$ cat src/rtl/core/fbfa_pkg.sv
`timescale 1ns / 1ps
`default_nettype none

package fbfa_pkg;

	// default sizing of the heap and the block table
	localparam int MAX_BLOCKS_DEF   = 64;
	localparam int HEAP_BYTES_DEF   = 1048576;
	localparam int HEADER_BYTES_DEF = 8;

	// fixed field widths
	localparam int REQ_W  = 20;
	localparam int OFF_W  = 20;
	localparam int TOT_W  = 21;
	localparam int STAT_W = 2;

	// request codes
	localparam logic OP_ALLOC = 1'b0;
	localparam logic OP_FREE  = 1'b1;

	// fit mode codes
	localparam logic FIT_FIRST = 1'b0;
	localparam logic FIT_BEST  = 1'b1;

	// result status codes
	localparam logic [STAT_W-1:0] ST_REUSED   = 2'd0;
	localparam logic [STAT_W-1:0] ST_APPENDED = 2'd1;
	localparam logic [STAT_W-1:0] ST_NO_SPACE = 2'd2;
	localparam logic [STAT_W-1:0] ST_FREED    = 2'd3;

	// controller to walk unit
	typedef struct packed {
		logic clear;
		logic valid;
		logic is_free;
		logic best_fit;
	} walk_ctl_t;

	// walk unit to controller
	typedef struct packed {
		logic found;
		logic stop;
	} walk_sts_t;

endpackage

`default_nettype wire

$ cat src/rtl/core/fbfa_ram.sv
`timescale 1ns / 1ps
`default_nettype none

module fbfa_ram #(
	parameter int WIDTH = 1,
	parameter int DEPTH = 2
) (
	input  wire logic                     clk,
	input  wire logic                     we,
	input  wire logic [$clog2(DEPTH)-1:0] waddr,
	input  wire logic [WIDTH-1:0]         wdata,
	input  wire logic                     re,
	input  wire logic [$clog2(DEPTH)-1:0] raddr,
	output logic      [WIDTH-1:0]         rdata
);

	logic [WIDTH-1:0] mem [DEPTH];
	logic [WIDTH-1:0] rdata_q;

	always_ff @(posedge clk) begin
		if (we) begin
			mem[waddr] <= wdata;
		end
		if (re) begin
			rdata_q <= mem[raddr];
		end
	end

	assign rdata = rdata_q;

endmodule

`default_nettype wire

$ cat src/rtl/core/fbfa_walk.sv
`timescale 1ns / 1ps
`default_nettype none

module fbfa_walk #(
	parameter int MAX_BLOCKS   = fbfa_pkg::MAX_BLOCKS_DEF,
	parameter int HEAP_BYTES   = fbfa_pkg::HEAP_BYTES_DEF,
	parameter int HEADER_BYTES = fbfa_pkg::HEADER_BYTES_DEF,
	localparam int IW = $clog2(MAX_BLOCKS),
	localparam int SW = $clog2(HEAP_BYTES + 1)
) (
	input  wire logic                       clk,
	input  wire logic                       arst_n,
	input  wire fbfa_pkg::walk_ctl_t        ctl,
	input  wire logic [fbfa_pkg::TOT_W-1:0] total,
	input  wire logic [fbfa_pkg::OFF_W-1:0] free_offset,
	input  wire logic [SW-1:0]              entry_size,
	input  wire logic                       entry_free,
	input  wire logic [IW-1:0]              entry_idx,
	output fbfa_pkg::walk_sts_t             sts,
	output logic      [IW-1:0]              best_idx,
	output logic      [SW-1:0]              best_start
);

	localparam int AW = ((SW > fbfa_pkg::TOT_W) ? SW : fbfa_pkg::TOT_W) + 1;

	logic          found_q;
	logic [SW-1:0] start_q;
	logic [IW-1:0] best_idx_q;
	logic [SW-1:0] best_diff_q;
	logic [SW-1:0] best_start_q;

	logic [AW-1:0] size_x;
	logic [AW-1:0] total_x;
	logic [SW-1:0] diff;
	logic          fits;
	logic          better;
	logic          hit_free;
	logic          take;

	assign size_x  = AW'(entry_size);
	assign total_x = AW'(total);
	assign diff    = SW'(size_x - total_x);

	// free block large enough for this allocation
	assign fits   = ctl.valid && !ctl.is_free && entry_free && (size_x >= total_x);
	assign better = !found_q || (diff < best_diff_q);
	// user data of this block starts at the offset being freed
	assign hit_free = ctl.valid && ctl.is_free &&
		((AW'(start_q) + AW'(HEADER_BYTES)) == AW'(free_offset));
	assign take = (fits && better) || hit_free;

	assign sts.stop  = hit_free || (fits && !ctl.best_fit);
	assign sts.found = found_q;

	always_ff @(posedge clk or negedge arst_n) begin
		if (!arst_n) begin
			found_q <= 1'b0;
			start_q <= '0;
		end else if (ctl.clear) begin
			found_q <= 1'b0;
			start_q <= '0;
		end else if (ctl.valid) begin
			start_q <= start_q + entry_size;
			if (take) begin
				found_q <= 1'b1;
			end
		end
	end

	always_ff @(posedge clk) begin
		if (take) begin
			best_idx_q   <= entry_idx;
			best_diff_q  <= diff;
			best_start_q <= start_q;
		end
	end

	assign best_idx   = best_idx_q;
	assign best_start = best_start_q;

endmodule

`default_nettype wire

$ cat src/rtl/core/first_or_best_fit_block_allocator.sv
// sequence: a start beat is accepted in idle, then the scan state walks the N table entries
// (N = block count, fewer when a first-fit or free search hits early), then the decide state
// updates the table and registers the result; no new request is taken until the block is idle
// the receiver cannot stall: each result is shown for exactly one cycle with done
// reset: arst_n clears block count, heap usage and fit mode; the table itself needs no clearing
`timescale 1ns / 1ps
`default_nettype none

module first_or_best_fit_block_allocator #(
	parameter int MAX_BLOCKS   = fbfa_pkg::MAX_BLOCKS_DEF,
	parameter int HEAP_BYTES   = fbfa_pkg::HEAP_BYTES_DEF,
	parameter int HEADER_BYTES = fbfa_pkg::HEADER_BYTES_DEF
) (
	input  wire logic                        clk,
	input  wire logic                        arst_n,
	// request beat
	input  wire logic                        start,
	output logic                             busy,
	input  wire logic                        opcode,
	input  wire logic [fbfa_pkg::REQ_W-1:0]  request_size,
	input  wire logic [fbfa_pkg::OFF_W-1:0]  free_offset,
	// result beat
	output logic                             done,
	output logic      [fbfa_pkg::OFF_W-1:0]  data_offset,
	output logic      [fbfa_pkg::STAT_W-1:0] status,
	// fit mode register
	input  wire logic                        cfg_valid,
	output logic                             cfg_ready,
	input  wire logic                        cfg_data
);

	localparam int IW = $clog2(MAX_BLOCKS);
	localparam int CW = $clog2(MAX_BLOCKS + 1);
	localparam int SW = $clog2(HEAP_BYTES + 1);
	localparam int AW = ((SW > fbfa_pkg::TOT_W) ? SW : fbfa_pkg::TOT_W) + 1;

	typedef enum logic [1:0] {
		S_IDLE,
		S_SCAN,
		S_DECIDE
	} state_t;

	state_t state_q;

	// request context
	logic                       fit_mode_q;
	logic                       opcode_q;
	logic [fbfa_pkg::TOT_W-1:0] total_q;
	logic [fbfa_pkg::OFF_W-1:0] offset_q;

	// heap bookkeeping
	logic [CW-1:0] count_q;
	logic [SW-1:0] used_q;

	// walk pipeline: read issue counter, then the entry in the read stage
	logic [CW-1:0] iss_q;
	logic          val_s1;
	logic [IW-1:0] idx_s1;

	// result registers
	logic                        done_q;
	logic [fbfa_pkg::OFF_W-1:0]  data_offset_q;
	logic [fbfa_pkg::STAT_W-1:0] status_q;

	logic                  accept;
	logic                  issue;
	logic                  scan_end;
	logic                  is_alloc;
	logic                  app_ok;
	logic [AW-1:0]         used_after;
	logic [AW-1:0]         reuse_off;
	logic [AW-1:0]         app_off;

	fbfa_pkg::walk_ctl_t   ctl;
	fbfa_pkg::walk_sts_t   sts;
	logic [IW-1:0]         best_idx;
	logic [SW-1:0]         best_start;

	// table memories
	logic                  size_we;
	logic                  free_we;
	logic [IW-1:0]         free_waddr;
	logic                  free_wdata;
	logic [SW-1:0]         size_rdata;
	logic                  free_rdata;

	assign busy      = (state_q != S_IDLE);
	assign cfg_ready = !busy;
	assign accept    = start && !busy;
	assign is_alloc  = (opcode_q == fbfa_pkg::OP_ALLOC);

	// one table read per cycle until every block is issued or the walk hits
	assign issue    = (state_q == S_SCAN) && (iss_q != count_q) && !sts.stop;
	// the walk ends on a hit or once the last issued entry is in the read stage
	assign scan_end = (state_q == S_SCAN) && (sts.stop || (iss_q == count_q));

	assign ctl.clear    = accept;
	assign ctl.valid    = val_s1 && (state_q == S_SCAN);
	assign ctl.is_free  = !is_alloc;
	assign ctl.best_fit = (fit_mode_q == fbfa_pkg::FIT_BEST);

	// append needs a free slot and room at the heap end
	assign used_after = AW'(used_q) + AW'(total_q);
	assign app_ok     = (count_q < CW'(MAX_BLOCKS)) && (used_after <= AW'(HEAP_BYTES));
	assign reuse_off  = AW'(best_start) + AW'(HEADER_BYTES);
	assign app_off    = AW'(used_q) + AW'(HEADER_BYTES);

	// writes happen only in the decide cycle, after the walk has drained
	assign size_we    = (state_q == S_DECIDE) && is_alloc && !sts.found && app_ok;
	assign free_we    = (state_q == S_DECIDE) && (sts.found || (is_alloc && app_ok));
	assign free_waddr = sts.found ? best_idx : count_q[IW-1:0];
	assign free_wdata = !is_alloc;

	fbfa_ram #(
		.WIDTH(SW),
		.DEPTH(MAX_BLOCKS)
	) u_size_ram (
		.clk  (clk),
		.we   (size_we),
		.waddr(count_q[IW-1:0]),
		.wdata(SW'(total_q)),
		.re   (issue),
		.raddr(iss_q[IW-1:0]),
		.rdata(size_rdata)
	);

	fbfa_ram #(
		.WIDTH(1),
		.DEPTH(MAX_BLOCKS)
	) u_free_ram (
		.clk  (clk),
		.we   (free_we),
		.waddr(free_waddr),
		.wdata(free_wdata),
		.re   (issue),
		.raddr(iss_q[IW-1:0]),
		.rdata(free_rdata)
	);

	fbfa_walk #(
		.MAX_BLOCKS  (MAX_BLOCKS),
		.HEAP_BYTES  (HEAP_BYTES),
		.HEADER_BYTES(HEADER_BYTES)
	) u_walk (
		.clk        (clk),
		.arst_n     (arst_n),
		.ctl        (ctl),
		.total      (total_q),
		.free_offset(offset_q),
		.entry_size (size_rdata),
		.entry_free (free_rdata),
		.entry_idx  (idx_s1),
		.sts        (sts),
		.best_idx   (best_idx),
		.best_start (best_start)
	);

	// request context, no reset needed
	always_ff @(posedge clk) begin
		if (accept) begin
			opcode_q <= opcode;
			total_q  <= fbfa_pkg::TOT_W'(request_size) + fbfa_pkg::TOT_W'(HEADER_BYTES);
			offset_q <= free_offset;
		end
		if (issue) begin
			idx_s1 <= iss_q[IW-1:0];
		end
	end

	// controller state, bookkeeping and result registers
	always_ff @(posedge clk or negedge arst_n) begin
		if (!arst_n) begin
			state_q       <= S_IDLE;
			fit_mode_q    <= fbfa_pkg::FIT_FIRST;
			count_q       <= '0;
			used_q        <= '0;
			iss_q         <= '0;
			val_s1        <= 1'b0;
			done_q        <= 1'b0;
			data_offset_q <= '0;
			status_q      <= fbfa_pkg::ST_REUSED;
		end else begin
			done_q <= 1'b0;
			val_s1 <= issue;
			if (cfg_valid && cfg_ready) begin
				fit_mode_q <= cfg_data;
			end
			if (issue) begin
				iss_q <= iss_q + 1'b1;
			end
			case (state_q)
				S_IDLE: begin
					if (accept) begin
						iss_q   <= '0;
						state_q <= S_SCAN;
					end
				end
				S_SCAN: begin
					if (scan_end) begin
						state_q <= S_DECIDE;
					end
				end
				S_DECIDE: begin
					done_q  <= 1'b1;
					state_q <= S_IDLE;
					if (!is_alloc) begin
						data_offset_q <= '0;
						status_q      <= fbfa_pkg::ST_FREED;
					end else if (sts.found) begin
						data_offset_q <= reuse_off[fbfa_pkg::OFF_W-1:0];
						status_q      <= fbfa_pkg::ST_REUSED;
					end else if (app_ok) begin
						data_offset_q <= app_off[fbfa_pkg::OFF_W-1:0];
						status_q      <= fbfa_pkg::ST_APPENDED;
						count_q       <= count_q + 1'b1;
						used_q        <= SW'(used_after);
					end else begin
						data_offset_q <= '0;
						status_q      <= fbfa_pkg::ST_NO_SPACE;
					end
				end
				default: begin
					state_q <= S_IDLE;
				end
			endcase
		end
	end

	assign done        = done_q;
	assign data_offset = data_offset_q;
	assign status      = status_q;

endmodule

`default_nettype wire

$ cat config.mk
export PLATFORM = sky130hd
export DESIGN_NAME = first_or_best_fit_block_allocator
export DESIGN_NICKNAME = d
export VERILOG_FILES = /design/src/rtl/core/fbfa_pkg.sv /design/src/rtl/core/fbfa_ram.sv /design/src/rtl/core/fbfa_walk.sv /design/src/rtl/core/first_or_best_fit_block_allocator.sv
export SDC_FILE = /design/constraint.sdc
export NUM_CORES = 2
export LEC_CHECK = 0
export BUFFER_PORTS_ARGS = -buffer_cell sky130_fd_sc_hd__clkbuf_2
export CORE_MARGIN = 2
export CORE_UTILIZATION = 45
export DETAILED_ROUTE_END_ITERATION = 16
export GPL_TIMING_DRIVEN = 0
export PLACE_DENSITY = 0.7
export SYNTH_ARGS = -nofsm -noshare
export SYNTH_HDL_FRONTEND = slang
export SYNTH_SLANG_ARGS = --single-unit
$ cat constraint.sdc
create_clock -name clk -period 18.36 [get_ports clk]
set_input_delay 1.836 -clock clk [delete_from_list [all_inputs] [get_ports clk]]
set_output_delay 1.836 -clock clk [all_outputs]
set_load 0.01 [all_outputs]
==> flow_summary_export.csv <==
group,metric,value,unit
run_status,status,"finished, final reports clean",
clocking,clock_sinks,1609,
sta,final.min_clock_period,6800,ps
final_layout,drive_above_1_share,0.2615,
clocking,cts_repair_resize_count,0,
grt,grt_pass1_vias,35140,
power,clkPwrFrac,0.292,
drt,finalWirelength,170800,um
yosys,netlist_instances,3338,
grt,grt_pass1_wl,247400,um
drt,initialDrtViolationCount,4853,
sta,fin_crit_sh,0.3704,
yosys,synth_top_family_by_area,"multiplexers",
clocking,cts_hold_buf,0,
yosys,synth_xor_area_frac,0.01630,
power,p_leak,0.02468,uW
power,p_seq_frac,0.415,
power,p_int,7474,uW
yosys,synth.area.mux_share,0.1638,
yosys,seq_area_frac_synth,0.7188,
placed_design,dp_hpwl,118000,um
drt,num_vias,35130,
grt,grt_max_degree,61,
floorplan,die_area,151200,um2
yosys,yosys.area_share.simple,0.03284,
clocking,cts_tree,"built",
sta,fin_tns_setup,0,ps
yosys,synth_seq_cells,1609,
sta,final_max_slew_viol_count,0,
drt,route.detailed.drc,0,
sta,rsz0062_at_grt,"no",
power,p_sw_frac,0.3138,
drt,drt_pre_antenna_iters,6,
floorplan,die_h,388.8,um
final_layout,utilization,0.5242,
sta,tightest_slew,1314,ps
grt,antenna_found_initial,9,
setup_path,endpoint_kind,"flip-flop",
setup_path,cp-start-kind,"flip-flop",
yosys,syn_area,66640,um2
yosys,synth_edf_count,1525,
clocking,cts_buffers,161,
yosys,syn_avg_cell_area,19.96,um2
placed_design,globalplace.congestion,0.9402,
drt,vias_per_cell,6.121,
power,combPwrFrac,0.293,
placed_design,port_buffers,70,
yosys,ys_types,74,
clocking,path_clk_slew,60,ps
job,maxCapViolCount,0,
clocking,postCtsSetupBuffers,0,
yosys,yosys.area_share.adder,0.01742,
grt,track_usage,0.2277,
yosys,syn_nets,3475,
final_layout,area_growth,15.88,%
yosys,ys_async_sr_fraction,0.05221,
floorplan,io_pins,71,
sta,max_freq,0.1471,GHz
yosys,yosysWarnings,0,
yosys,yosys_most_used_dff,"edfxtp_1",
floorplan,core_area,147300,um2
clocking,clock_latency,790,ps
final_layout,fin_nets,3826,
setup_path,cp.required,18840,ps
clocking,clockBufferDepth,3,
clocking,root_buffer,"clkbuf_16",
sta,setup_violations,0,
floorplan,start_util,0.4523,
drt,ant_nets,0,
power,p_sw,3417,uW
sta,final-hold-violation-count,0,
setup_path,cp_max_fo,22,
clocking,cts_max_level,4,
final_layout,fillers,11150,
power,p_per_area,141.0,nW/um2
sta,clock_skew,25.18,ps
floorplan,die_w,388.8,um
yosys,synth-compound-area-share,0.03618,
grt,overflow,0,
worst_hold_path,hp-class,"flip-flop to flip-flop",
drt,wl_per_cell,29.76,um
sta,relSlewSlack,0.09888,
yosys,yosysTopAreaCellShare,0.6872,
yosys,synth_area_leaders,"edfxtp_1 (69%), mux4_2 (16%), dfrtp_1 (3.2%)",
setup_path,arrival,7280,ps
power,peakVddDrop,0.0001001,V
floorplan,placementRows,141,
setup_path,critPathKind,"flip-flop to flip-flop",
yosys,synth_area_leader_cell,"edfxtp_1",
layer usage:
metal | vias to the layer above | global-route usage | share of wire
met5 | - | 0 | 0.00033
met1 | 18340 | 0.3068 | 0.38
met3 | 321 | 0.05466 | 0.097
li1 | 14620 | - | -
met4 | 8 | 0.08765 | 0.040
met2 | 1837 | 0.3611 | 0.48
worst max-delay path, cell delays in order, from the launching register on:
cell and delay [ps]:
edfxtp_1 820, buf_16 240, ha_1 230, fa_1 440, or4_1 480, or4_1 530
or4_1 540, a2111o_1 350, nor4_4 820, o2111ai_2 800, nor2_2 980, buf_16 230
cell usage after synthesis (17+ instances only):
| library cell | n |
|---|---|
| a211oi_1 | 68 |
| a21o_1 | 32 |
| a21oi_1 | 66 |
| and3_1 | 25 |
| buf_1 | 43 |
| clkbuf_1 | 99 |
| dfrtp_1 | 84 |
| edfxtp_1 | 1525 |
| ha_1 | 88 |
| inv_1 | 84 |
| mux2_4 | 21 |
| mux4_2 | 462 |
| nand2_1 | 101 |
| nand3_1 | 54 |
| nand4_1 | 23 |
| nor2_1 | 114 |
| nor3_1 | 28 |
| nor4_1 | 17 |
| o21ai_0 | 50 |
| o221ai_1 | 17 |
| xnor2_1 | 77 |
| xor2_1 | 47 |
cell usage in the layout, fill, tap and decap left out, types with 66 or more instances in the layout:
master and instances:
clkbuf_2 69, dfrtp_1 84, xnor2_1 77, edfxtp_1 1525, a211oi_1 68, nand2_1 100, buf_16 67, clkbuf_16 166
mux4_2 462, inv_1 84, a21oi_1 66, clkbuf_1 130, ha_1 88
cell families (layout without fill, tap and decap cells):
group | count (synthesis) | count (layout)
compound gates | 332 | 332
xor+xnor | 124 | 124
fa+ha+maj | 91 | 91
buf+inv | 239 | 710
flops | 1609 | 1609
mux | 502 | 502
other cells | 0 | 1
simple gates | 441 | 441
worst paths after layout:
check                                          to  slack [ps]       start  cells past startpoint
max in group asynchronous      u_walk.start_q[20]       16700      arst_n                      2
min                            u_walk.best_idx[0]         420   idx_s1[0]                      0
min in group asynchronous               used_q[9]        1000      arst_n                      1
max reg2reg                u_size_ram.mem[17][10]       11560  total_q[0]                     11
min reg2reg                    u_walk.best_idx[0]         420   idx_s1[0]                      0
max                        u_size_ram.mem[17][10]       11560  total_q[0]                     11
power by group through the flow:
stage / registers (uW) / clock network (uW) / logic [uW]
4_1_cts: 4510 / 3220 / 3190
5_1_grt: 4530 / 3360 / 3390
6_report: 4520 / 3180 / 3190
3_5_place_dp: 4590 / 0 / 3170
3_3_place_gp: 4760 / 0 / 2830
2_1_floorplan: 4570 / 0 / 1940
stage by stage:
stage          area (um2)  setup WS, ps  power [uW]  hold WS, ps  std cells
2_1_floorplan       66640         11340        6519        400.3       3338
3_3_place_gp        69400          7207        7591        404.7       5338
3_5_place_dp        72160         11710        7755        405.7       5456
4_1_cts             77210         11670       10920        420.5       5739
5_1_grt             77210         11420       11290        437.9       5739
6_report            77220         11560       10890        421.8       5740
flip-flops by register name, indices dropped and copies added, names as in the netlist, 21 cells and up:
register,count
u_size_ram.rdata,21
total_q,21
used_q,21
u_size_ram.mem,1344
u_free_ram.mem,64
u_walk.start_q,21
u_walk.best_diff_q,21
layout make-up:
class	instances	area, um2	area share
Sequential cell	1609	47900	0.6203
Multi-Input combinational cell	1490	18070	0.2340
Clock buffer	198	4284	0.05548
Timing Repair Buffer	188	2800	0.03626
Tap cell	1930	2415	0.03127
Clock inverter	85	772.0	0.009998
Buffer	154	656.9	0.008507
Inverter	85	320.3	0.004148
Antenna cell	1	2.502	0.00003241
(Power assumes the default switching activity.)
